--- config.mk ---
export PLATFORM = sky130hd
export DESIGN_NAME = metronome_beat_generator_core
export DESIGN_NICKNAME = d
export VERILOG_FILES = /design/src/hw/rtl/mbg_pkg.sv /design/src/hw/rtl/metronome_beat_generator_core.sv
export SDC_FILE = /design/constraint.sdc
export NUM_CORES = 1
export LEC_CHECK = 0
export BUFFER_PORTS_ARGS = -buffer_cell sky130_fd_sc_hd__buf_2
export CAP_MARGIN = 25
export CORE_ASPECT_RATIO = 0.7
export CORE_MARGIN = 5
export CORE_UTILIZATION = 50
export CTS_CLUSTER_SIZE = 12
export DETAILED_ROUTE_END_ITERATION = 6
export PLACE_DENSITY = 0.7
export SYNTH_ARGS = -nofsm -noshare
export SYNTH_HDL_FRONTEND = slang
export SYNTH_SLANG_ARGS = --single-unit
--- constraint.sdc ---
create_clock -name clk -period 10.4 [get_ports clk]
set_input_delay 1.04 -clock clk [delete_from_list [all_inputs] [get_ports clk]]
set_output_delay 1.04 -clock clk [all_outputs]
set_load 0.02 [all_outputs]
--- src/hw/rtl/mbg_pkg.sv ---
// Package with the types, constants and helpers of the metronome beat generator.
`timescale 1ns / 1ps
`default_nettype none
package mbg_pkg;

  localparam int TIME_W     = 32;
  localparam int TICK_W     = 16;
  localparam int TEMPO_W    = 8;
  localparam int BAR_W      = 4;
  localparam int PULSE_W    = 8;
  localparam int DIVIDEND_W = TICK_W + 6;
  localparam int DIVISOR_W  = TICK_W + 2;
  localparam int DIV_CNT_W  = $clog2(DIVIDEND_W);
  localparam int PERIOD_W   = DIVIDEND_W;
  localparam int ADDR_W     = 4;

  typedef enum logic [1:0] {
    OP_TICK   = 2'd0,
    OP_TAP    = 2'd1,
    OP_TOGGLE = 2'd2,
    OP_SET    = 2'd3
  } mbg_op_t;

  typedef enum logic [1:0] {
    REG_BEATS_PER_BAR = 2'd0,
    REG_TICK_RATE     = 2'd1,
    REG_ACCENT_PULSE  = 2'd2,
    REG_BEAT_PULSE    = 2'd3
  } mbg_reg_t;

  typedef enum logic [1:0] {
    ST_IDLE,
    ST_TAP_DIV,
    ST_PER_DIV
  } mbg_state_t;

  typedef struct packed {
    logic [BAR_W-1:0]   beats_left;
    logic               running;
    logic [TEMPO_W-1:0] tempo_now;
    logic [PULSE_W-1:0] pulse_ms;
    logic               accent;
    logic               beat;
  } mbg_result_t;

  localparam logic [BAR_W-1:0]    RST_BEATS_PER_BAR = 4'd4;
  localparam logic [TICK_W-1:0]   RST_TICK_RATE     = 16'd1024;
  localparam logic [PULSE_W-1:0]  RST_ACCENT_PULSE  = 8'd90;
  localparam logic [PULSE_W-1:0]  RST_BEAT_PULSE    = 8'd30;
  localparam logic [PERIOD_W-1:0] RST_PERIOD        = PERIOD_W'(512);
  localparam logic [TEMPO_W-1:0]  RST_TEMPO         = 8'd120;
  localparam logic [TEMPO_W-1:0]  TEMPO_MAX         = 8'd255;

  // Ticks in one minute: rate * 60 as (rate << 6) - (rate << 2).
  function automatic logic [DIVIDEND_W-1:0] ticks_per_min(input logic [TICK_W-1:0] rate);
    return {rate, 6'b0} - {4'b0, rate, 2'b0};
  endfunction

endpackage
`default_nettype wire

--- src/hw/rtl/metronome_beat_generator_core.sv ---
// Top level of the metronome beat generator with tap tempo and a shared serial divider.
`timescale 1ns / 1ps
`default_nettype none
// Tick, start/stop, set tempo of zero and taps that set no tempo: result is registered at transfer.
// Set tempo: the beat period is computed with one restoring-divider step per cycle.
// Tap that sets the tempo: the tap quotient and then the period on the same divider.
// Throughput: one item per cycle unless the output stalls; input is held off during a division.
// A tick rate write keeps the input stalled while the period is recomputed.
// Synchronous active-low reset sets the state and configuration registers; divider data is not reset.
module metronome_beat_generator_core import mbg_pkg::*; (
  input  wire               clk,
  input  wire               rst_n,
  input  wire               in_tvalid,
  output logic              in_tready,
  input  wire  [7:0]        in_tdata,   // tempo_value[7:0]
  input  wire  [1:0]        in_tuser,   // opcode[1:0]
  output logic              out_tvalid,
  input  wire               out_tready,
  output logic [23:0]       out_tdata,  // beat, accent, pulse_ms[7:0], tempo_now[7:0], running,
                                        // beats_left[3:0], zero padding
  input  wire               cfg_psel,
  input  wire               cfg_penable,
  input  wire               cfg_pwrite,
  input  wire  [ADDR_W-1:0] cfg_paddr,
  input  wire  [31:0]       cfg_pwdata,
  output logic [31:0]       cfg_prdata,
  output logic              cfg_pready
);

  mbg_state_t state_r, state_nxt;

  logic [BAR_W-1:0]      bpb_r, bpb_nxt;
  logic [TICK_W-1:0]     tick_rate_r, tick_rate_nxt;
  logic [PULSE_W-1:0]    accent_ms_r, accent_ms_nxt;
  logic [PULSE_W-1:0]    beat_ms_r, beat_ms_nxt;

  logic [TIME_W-1:0]     tick_clock_r, tick_clock_nxt;
  logic [TIME_W-1:0]     last_beat_r, last_beat_nxt;
  logic [PERIOD_W-1:0]   period_r, period_nxt;
  logic [TEMPO_W-1:0]    tempo_r, tempo_nxt;
  logic [BAR_W-1:0]      counter_r, counter_nxt;
  logic                  started_r, started_nxt;
  logic [TIME_W-1:0]     last_tap_r, last_tap_nxt;
  logic                  tap_seen_r, tap_seen_nxt;

  logic [DIVISOR_W-1:0]  div_rem_r, div_rem_nxt;
  logic [DIVIDEND_W-1:0] div_quo_r, div_quo_nxt;
  logic [DIVISOR_W-1:0]  div_den_r, div_den_nxt;
  logic [DIV_CNT_W-1:0]  div_cnt_r, div_cnt_nxt;
  logic                  emit_r, emit_nxt;

  logic                  out_valid_r, out_valid_nxt;
  mbg_result_t           out_res_r, out_res_nxt;

  mbg_op_t               op;
  logic [TEMPO_W-1:0]    tv;
  logic                  in_acc, cfg_wr, cfg_tr_wr;
  logic                  div_last, start_tap, start_set, start_cfg;
  logic [TIME_W-1:0]     clk_inc, elapsed, tap_delta;
  logic                  beat_hit, tap_ok;
  logic [BAR_W-1:0]      cnt_dec;
  logic [DIVISOR_W:0]    div_trial, div_diff;
  logic                  div_ge;
  logic [DIVISOR_W-1:0]  step_rem;
  logic [DIVIDEND_W-1:0] step_quo;
  logic [TEMPO_W-1:0]    tap_tempo;
  logic [DIVISOR_W-1:0]  tick_x3;

  assign op         = mbg_op_t'(in_tuser);
  assign tv         = in_tdata;
  assign cfg_pready = 1'b1;
  assign in_tready  = (state_r == ST_IDLE) && (!out_valid_r || out_tready);
  assign in_acc     = in_tvalid && in_tready;
  assign cfg_wr     = cfg_psel && cfg_penable && cfg_pwrite && cfg_pready;
  assign cfg_tr_wr  = cfg_wr && (mbg_reg_t'(cfg_paddr[3:2]) == REG_TICK_RATE);
  assign out_tvalid = out_valid_r;
  assign out_tdata  = {1'b0, out_res_r};

  assign clk_inc   = tick_clock_r + TIME_W'(1);
  assign elapsed   = clk_inc - last_beat_r;
  assign beat_hit  = started_r && (elapsed > TIME_W'(period_r));
  assign cnt_dec   = counter_r - BAR_W'(1);
  assign tap_delta = tick_clock_r - last_tap_r;
  assign tick_x3   = {1'b0, tick_rate_r, 1'b0} + DIVISOR_W'(tick_rate_r);
  assign tap_ok    = tap_seen_r && (tap_delta != '0) && (tap_delta < TIME_W'(tick_x3));

  assign div_last  = (div_cnt_r == DIV_CNT_W'(DIVIDEND_W - 1));
  assign start_tap = in_acc && (op == OP_TAP) && tap_ok;
  assign start_set = in_acc && (op == OP_SET) && (tv != '0);
  assign start_cfg = cfg_tr_wr && (tempo_r != '0);

  assign div_trial = {div_rem_r, div_quo_r[DIVIDEND_W-1]};
  assign div_diff  = div_trial - {1'b0, div_den_r};
  assign div_ge    = (div_trial >= {1'b0, div_den_r});
  assign step_rem  = div_ge ? div_diff[DIVISOR_W-1:0] : div_trial[DIVISOR_W-1:0];
  assign step_quo  = {div_quo_r[DIVIDEND_W-2:0], div_ge};
  assign tap_tempo = (step_quo > DIVIDEND_W'(TEMPO_MAX)) ? TEMPO_MAX : step_quo[TEMPO_W-1:0];

  always_comb begin
    unique case (mbg_reg_t'(cfg_paddr[3:2]))
      REG_BEATS_PER_BAR: cfg_prdata = {28'b0, bpb_r};
      REG_TICK_RATE:     cfg_prdata = {16'b0, tick_rate_r};
      REG_ACCENT_PULSE:  cfg_prdata = {24'b0, accent_ms_r};
      REG_BEAT_PULSE:    cfg_prdata = {24'b0, beat_ms_r};
      default:           cfg_prdata = '0;
    endcase
  end

  always_comb begin
    state_nxt = state_r;
    if (start_cfg) begin
      state_nxt = ST_PER_DIV;
    end else begin
      unique case (state_r)
        ST_IDLE: begin
          if (start_tap) begin
            state_nxt = ST_TAP_DIV;
          end else if (start_set) begin
            state_nxt = ST_PER_DIV;
          end
        end
        ST_TAP_DIV: begin
          if (div_last) begin
            state_nxt = ST_PER_DIV;
          end
        end
        ST_PER_DIV: begin
          if (div_last) begin
            state_nxt = ST_IDLE;
          end
        end
        default: state_nxt = ST_IDLE;
      endcase
    end
  end

  always_comb begin
    bpb_nxt        = bpb_r;
    tick_rate_nxt  = tick_rate_r;
    accent_ms_nxt  = accent_ms_r;
    beat_ms_nxt    = beat_ms_r;
    tick_clock_nxt = tick_clock_r;
    last_beat_nxt  = last_beat_r;
    period_nxt     = period_r;
    tempo_nxt      = tempo_r;
    counter_nxt    = counter_r;
    started_nxt    = started_r;
    last_tap_nxt   = last_tap_r;
    tap_seen_nxt   = tap_seen_r;
    div_rem_nxt    = step_rem;
    div_quo_nxt    = step_quo;
    div_den_nxt    = div_den_r;
    div_cnt_nxt    = div_cnt_r + DIV_CNT_W'(1);
    emit_nxt       = emit_r;
    out_valid_nxt  = out_valid_r && !out_tready;
    out_res_nxt    = out_res_r;

    if (cfg_wr) begin
      unique case (mbg_reg_t'(cfg_paddr[3:2]))
        REG_BEATS_PER_BAR: bpb_nxt       = cfg_pwdata[BAR_W-1:0];
        REG_TICK_RATE:     tick_rate_nxt = cfg_pwdata[TICK_W-1:0];
        REG_ACCENT_PULSE:  accent_ms_nxt = cfg_pwdata[PULSE_W-1:0];
        REG_BEAT_PULSE:    beat_ms_nxt   = cfg_pwdata[PULSE_W-1:0];
        default:           bpb_nxt       = bpb_r;
      endcase
    end

    if (in_acc) begin
      out_res_nxt.beat   = 1'b0;
      out_res_nxt.accent = 1'b0;
      out_res_nxt.pulse_ms = '0;
      unique case (op)
        OP_TICK: begin
          tick_clock_nxt = clk_inc;
          if (beat_hit) begin
            last_beat_nxt      = last_beat_r + TIME_W'(period_r);
            out_res_nxt.beat   = 1'b1;
            if (cnt_dec == '0) begin
              counter_nxt          = bpb_r;
              out_res_nxt.accent   = 1'b1;
              out_res_nxt.pulse_ms = accent_ms_r;
            end else begin
              counter_nxt          = cnt_dec;
              out_res_nxt.pulse_ms = beat_ms_r;
            end
          end
        end
        OP_TAP: begin
          last_tap_nxt = tick_clock_r;
          tap_seen_nxt = 1'b1;
        end
        OP_TOGGLE: begin
          started_nxt = !started_r;
          if (!started_r) begin
            last_beat_nxt = tick_clock_r;
            counter_nxt   = BAR_W'(1);
          end
        end
        OP_SET: begin
          if (tv != '0) begin
            tempo_nxt = tv;
          end
        end
        default: tempo_nxt = tempo_r;
      endcase
      out_res_nxt.tempo_now  = tempo_nxt;
      out_res_nxt.running    = started_nxt;
      out_res_nxt.beats_left = counter_nxt;
      out_valid_nxt          = !(start_tap || start_set);
    end

    if (start_cfg) begin
      div_rem_nxt = '0;
      div_quo_nxt = ticks_per_min(cfg_pwdata[TICK_W-1:0]);
      div_den_nxt = DIVISOR_W'(tempo_r);
      div_cnt_nxt = '0;
      emit_nxt    = 1'b0;
    end else if (start_tap || start_set) begin
      div_rem_nxt = '0;
      div_quo_nxt = ticks_per_min(tick_rate_r);
      div_den_nxt = start_tap ? tap_delta[DIVISOR_W-1:0] : DIVISOR_W'(tv);
      div_cnt_nxt = '0;
      emit_nxt    = 1'b1;
    end else if (state_r == ST_TAP_DIV && div_last) begin
      tempo_nxt   = tap_tempo;
      div_rem_nxt = '0;
      div_quo_nxt = ticks_per_min(tick_rate_r);
      div_den_nxt = DIVISOR_W'(tap_tempo);
      div_cnt_nxt = '0;
    end else if (state_r == ST_PER_DIV && div_last) begin
      period_nxt = step_quo;
      if (emit_r) begin
        out_valid_nxt = 1'b1;
        out_res_nxt   = '{beats_left: counter_r, running: started_r, tempo_now: tempo_r,
                          pulse_ms: '0, accent: 1'b0, beat: 1'b0};
      end
    end
  end

  always_ff @(posedge clk) begin
    if (!rst_n) begin
      state_r      <= ST_IDLE;
      bpb_r        <= RST_BEATS_PER_BAR;
      tick_rate_r  <= RST_TICK_RATE;
      accent_ms_r  <= RST_ACCENT_PULSE;
      beat_ms_r    <= RST_BEAT_PULSE;
      tick_clock_r <= '0;
      last_beat_r  <= '0;
      period_r     <= RST_PERIOD;
      tempo_r      <= RST_TEMPO;
      counter_r    <= BAR_W'(1);
      started_r    <= 1'b0;
      last_tap_r   <= '0;
      tap_seen_r   <= 1'b0;
      div_cnt_r    <= '0;
      emit_r       <= 1'b0;
      out_valid_r  <= 1'b0;
    end else begin
      state_r      <= state_nxt;
      bpb_r        <= bpb_nxt;
      tick_rate_r  <= tick_rate_nxt;
      accent_ms_r  <= accent_ms_nxt;
      beat_ms_r    <= beat_ms_nxt;
      tick_clock_r <= tick_clock_nxt;
      last_beat_r  <= last_beat_nxt;
      period_r     <= period_nxt;
      tempo_r      <= tempo_nxt;
      counter_r    <= counter_nxt;
      started_r    <= started_nxt;
      last_tap_r   <= last_tap_nxt;
      tap_seen_r   <= tap_seen_nxt;
      div_cnt_r    <= div_cnt_nxt;
      emit_r       <= emit_nxt;
      out_valid_r  <= out_valid_nxt;
    end
  end

  always_ff @(posedge clk) begin
    div_rem_r <= div_rem_nxt;
    div_quo_r <= div_quo_nxt;
    div_den_r <= div_den_nxt;
    out_res_r <= out_res_nxt;
  end

  a_tempo_nonzero: assert property (@(posedge clk) disable iff (!rst_n)
    tempo_r != '0) else $error("tempo register is zero");

  a_div_den_nonzero: assert property (@(posedge clk) disable iff (!rst_n)
    (state_r != ST_IDLE) |-> (div_den_r != '0)) else $error("divider runs with a zero divisor");

  a_tap_then_period: assert property (@(posedge clk) disable iff (!rst_n)
    (state_r == ST_TAP_DIV && div_last) |=> (state_r == ST_PER_DIV))
    else $error("tap tempo division not followed by period recompute");

  a_out_rise_source: assert property (@(posedge clk) disable iff (!rst_n)
    $rose(out_valid_r) |-> ($past(in_acc) || $past(state_r == ST_PER_DIV && div_last)))
    else $error("result appeared without a transfer or a finished division");

  a_busy_no_result: assert property (@(posedge clk) disable iff (!rst_n)
    (state_r != ST_IDLE && emit_r) |-> !out_valid_r)
    else $error("result pending while an item is still in the divider");

endmodule
`default_nettype wire

==> metrics.txt <==
DRT Pass-1 Iters 6; GRT overflow 0; Slew @ Worst Pin between 1 and 1.5 ns; dpl hpwl 51700 µm; Hold Crit Class register to register; worst-case hold path end point div_rem_r[4]$_SDFF_PP0_; critical path required time around 11 ns; final wirelength roughly 67000 µm; switching share of power 35.4%; total I/O pin count about 110; vias 21200; FP Rows 63; hold path cells 2; GP Congestion roughly 1.0; Synth Cell Area around 22000 µm²; CP arrival 8.69 ns; vias in the first global route between 15000 and 20000; clock network power share between 30% and 40%; Lkg Pwr 9.73 nW; reg2reg start tick_clock_r[1]$_SDFFE_PN0P_; Max IR drop VDD between 0.0001 and 0.00015 V; Layout area overhead 6.49%; CTS tree yes; hold path start div_rem_r[3]$_SDFF_PP0_; Antenna Nets Post-Route 0; async set or reset register ratio after synthesis 0%; Mapped Cells 2837; R2R depth 22; synth unique cells 110; layout cell share with drive strength beyond 1 between 8 and 9%; CTS sink cnt between 200 and 300; Die H about 180 µm; Sequential Power Share 38.0%; Switch Pwr between 1 and 1.5 mW; # Max-Cap Violations 0; Initial Util about half; WL/cell 19.8 µm; Clock transition at path regs about 0.06 ns; die width approximately 260 µm; Post-CTS Setup Bufs 0; Post-synth EDFFs 8; CTS buffer count 27; worst clock skew between 0.02 and 0.03 ns; Synth warnings 0; outcome complete, no violations; Yosys reg bits around 260; reg2reg setup slack around 2.2 ns; R2R Path End last_beat_r[28]$_SDFFE_PN0P_; dpl cell area approximately 22000 µm²; total track usage 26.8%; post-CTS resize count 0; final setup fails 0; setup tns final 0 ns; Max Freq approximately 120 MHz; Comb pwr share 31.2%; worst hold margin 0.458 ns; fin nets about 3000; max-slew violations 0; DR vias/cell about 6.2; share of the yosys chip area belonging to registers roughly a quarter; RSZ-0062 raised after global routing no; period utilisation layout 78.7%; initial antenna violation count 1; Syn Area/Cell approximately 7.6 µm²; fin crit period 8.19 ns; top_reg_cell synth dfxtp_1; Rel. slew slack 27.6%; First DRT Iteration DRCs around 2200; Core ar. 42500 µm²; Fin. Hold Viols 0; Clock Latency Late Sink just under 0.6 ns; global-route wire length before repair between 100000 and 150000 µm; largest net degree at the start of global routing a little under 90; H-tree Lvls 1; clk root buf clkbuf_16; detailed-route DRC error count 0; Setup CP Type register to register; I/O Buffers between 70 and 80; CP Launch Type register; CTS Hold Bufs 0; Clock Tree Buf Depth 3; Power per Cell Area approximately 130 nW/µm²; CP Capture Type register; Internal around 2 mW; design area roughly 23000 µm²; die area ~47000 µm²; worst-path maximum fanout 28
-- worst max-delay path by stage --
stage | from | to | cells past startpoint
CTS | tick_clock_r[1]$_SDFFE_PN0P_ | last_beat_r[28]$_SDFFE_PN0P_ | 22
global route | tick_clock_r[1]$_SDFFE_PN0P_ | last_beat_r[28]$_SDFFE_PN0P_ | 25
global placement | tick_clock_r[1]$_SDFFE_PN0P_ | out_tdata[21]$_DFF_P_ | 25
floorplan | tick_clock_r[1]$_SDFFE_PN0P_ | last_beat_r[29]$_SDFFE_PN0P_ | 27
detailed placement | tick_clock_r[1]$_SDFFE_PN0P_ | last_beat_r[28]$_SDFFE_PN0P_ | 22
finish | tick_clock_r[1]$_SDFFE_PN0P_ | last_beat_r[28]$_SDFFE_PN0P_ | 22
-- power by group through the flow --
stage               combinational [mW]  sequential, mW  clock, mW
finish                           0.965            1.17      0.950
global route                      1.07            1.18      0.999
CTS                              0.946            1.17      0.956
detailed placement               0.939            1.19          0
global placement                 0.912            1.19          0
floorplan                        0.722            1.16          0
-- critical path: stages, from the launching register on --
cell,delay (ns)
dfxtp_1,0.54
ha_1,0.27
nand3_1,0.25
nor3_1,0.72
xor2_1,0.23
ha_1,0.49
nand4_1,0.13
a211oi_1,0.60
or2_2,0.30
a21o_1,0.16
a31oi_1,0.13
xnor2_1,0.22
ha_1,0.28
nand4_1,0.14
nor2_1,0.07
a221o_1,0.32
a211o_1,0.33
a221oi_1,0.33
o221ai_1,0.27
a2111oi_4,0.70
nand4_2,0.87
a311oi_1,0.58
a31o_2,0.15
-- stage by stage --
step	total power [mW]	cells	setup slack, ns	util [%]
6_report	3.09	3387	2.21	54.1
5_1_grt	3.25	3386	1.76	54.1
4_1_cts	3.07	3382	2.44	54.0
3_5_place_dp	2.13	3339	2.50	52.1
3_3_place_gp	2.10	3339	2.76	52.1
2_1_floorplan	1.88	2853	4.62	-
-- final cells by class --
class	instances	area, µm²
Sequential cell	258	5250
Clock buffer	37	743
Multi-Input combinational cell	2233	14900
Inverter	199	749
Fill cell	4011	19500
Timing Repair Buffer	101	578
Antenna cell	1	2.50
Tap cell	552	691
Clock inverter	6	72.6
-- sequential cells by signal, indices dropped and copies added, names as in the netlist, 2 cells and up --
register,cells
last_beat_r,32
last_tap_r,32
tick_clock_r,32
out_tdata,23
div_quo_r,22
period_r,22
div_den_r,18
div_rem_r,18
tick_rate_r,16
accent_ms_r,8
beat_ms_r,8
tempo_r,8
div_cnt_r,5
bpb_r,4
counter_r,4
state_r,2
-- Yosys cell counts (21+ instances only) --
cell      count  share of area [%]
nand2_1     349                6.1
a21oi_1     257                6.0
dfxtp_1     250                 23
nor2_1      219                3.8
inv_1       197                3.4
ha_1        194                 11
o21ai_0     123                2.9
clkbuf_1     98                1.7
nand3_1      98                2.3
xnor2_1      95                3.9
xor2_1       72                2.9
nor3_1       70                1.6
a21o_1       51                1.8
mux2i_1      51                2.4
o211ai_1     39                1.4
nand4_1      37                1.1
a211oi_1     35                1.2
o21a_1       33                1.1
or3_1        31               0.90
buf_2        30               0.70
and2_1       29               0.84
a31oi_1      26               0.75
nor4_1       26               0.75
and3_1       24               0.70
buf_4        21               0.73
nor2b_1      21               0.61
-- placed cells by master (no fill, tap or decap), types with 17 or more instances in the layout --
cell / synthesis / routed
o21ai_0: 123 / 123
nand3_1: 98 / 98
nor3_1: 70 / 68
buf_4: 21 / 24
nand2b_1: 20 / 20
o31ai_1: 17 / 17
nand4_1: 37 / 37
o211ai_1: 39 / 39
and2_1: 29 / 29
a31oi_1: 26 / 26
a211oi_1: 35 / 35
a21oi_1: 257 / 256
a21o_1: 51 / 51
dfxtp_1: 250 / 250
nor4_1: 26 / 26
buf_2: 30 / 75
conb_1: 2 / 18
or3_1: 31 / 31
nand2_1: 349 / 349
a211oi_2: 18 / 18
xor2_1: 72 / 72
and3_1: 24 / 24
xnor2_1: 95 / 95
nor2_1: 219 / 218
ha_1: 194 / 194
o21a_1: 33 / 33
mux2i_1: 51 / 51
inv_1: 197 / 196
nor2b_1: 21 / 21
clkbuf_16: 0 / 27
-- metal layers --
metal | global-route usage (%) | up-vias | share of wire, %
met3 | 5.81 | 115 | 9.9
met5 | 0 | - | 0.019
met2 | 39.2 | 931 | 40
li1 | - | 10100 | -
met1 | 40.2 | 10000 | 47
met4 | 6.63 | 2 | 2.7
-- kinds of logic after synthesis --
group	share of synthesized area, %
AND/OR/NAND/NOR	22.2
AO/OA/AOI/OAI	24.6
buffers and inverters	7.01
flip-flops	24.3
adder cells (fa/ha/maj)	11.7
XOR/XNOR	6.86
multiplexers	3.25
other	0.0348
No activity file was read; power rests on OpenSTA's default activity.
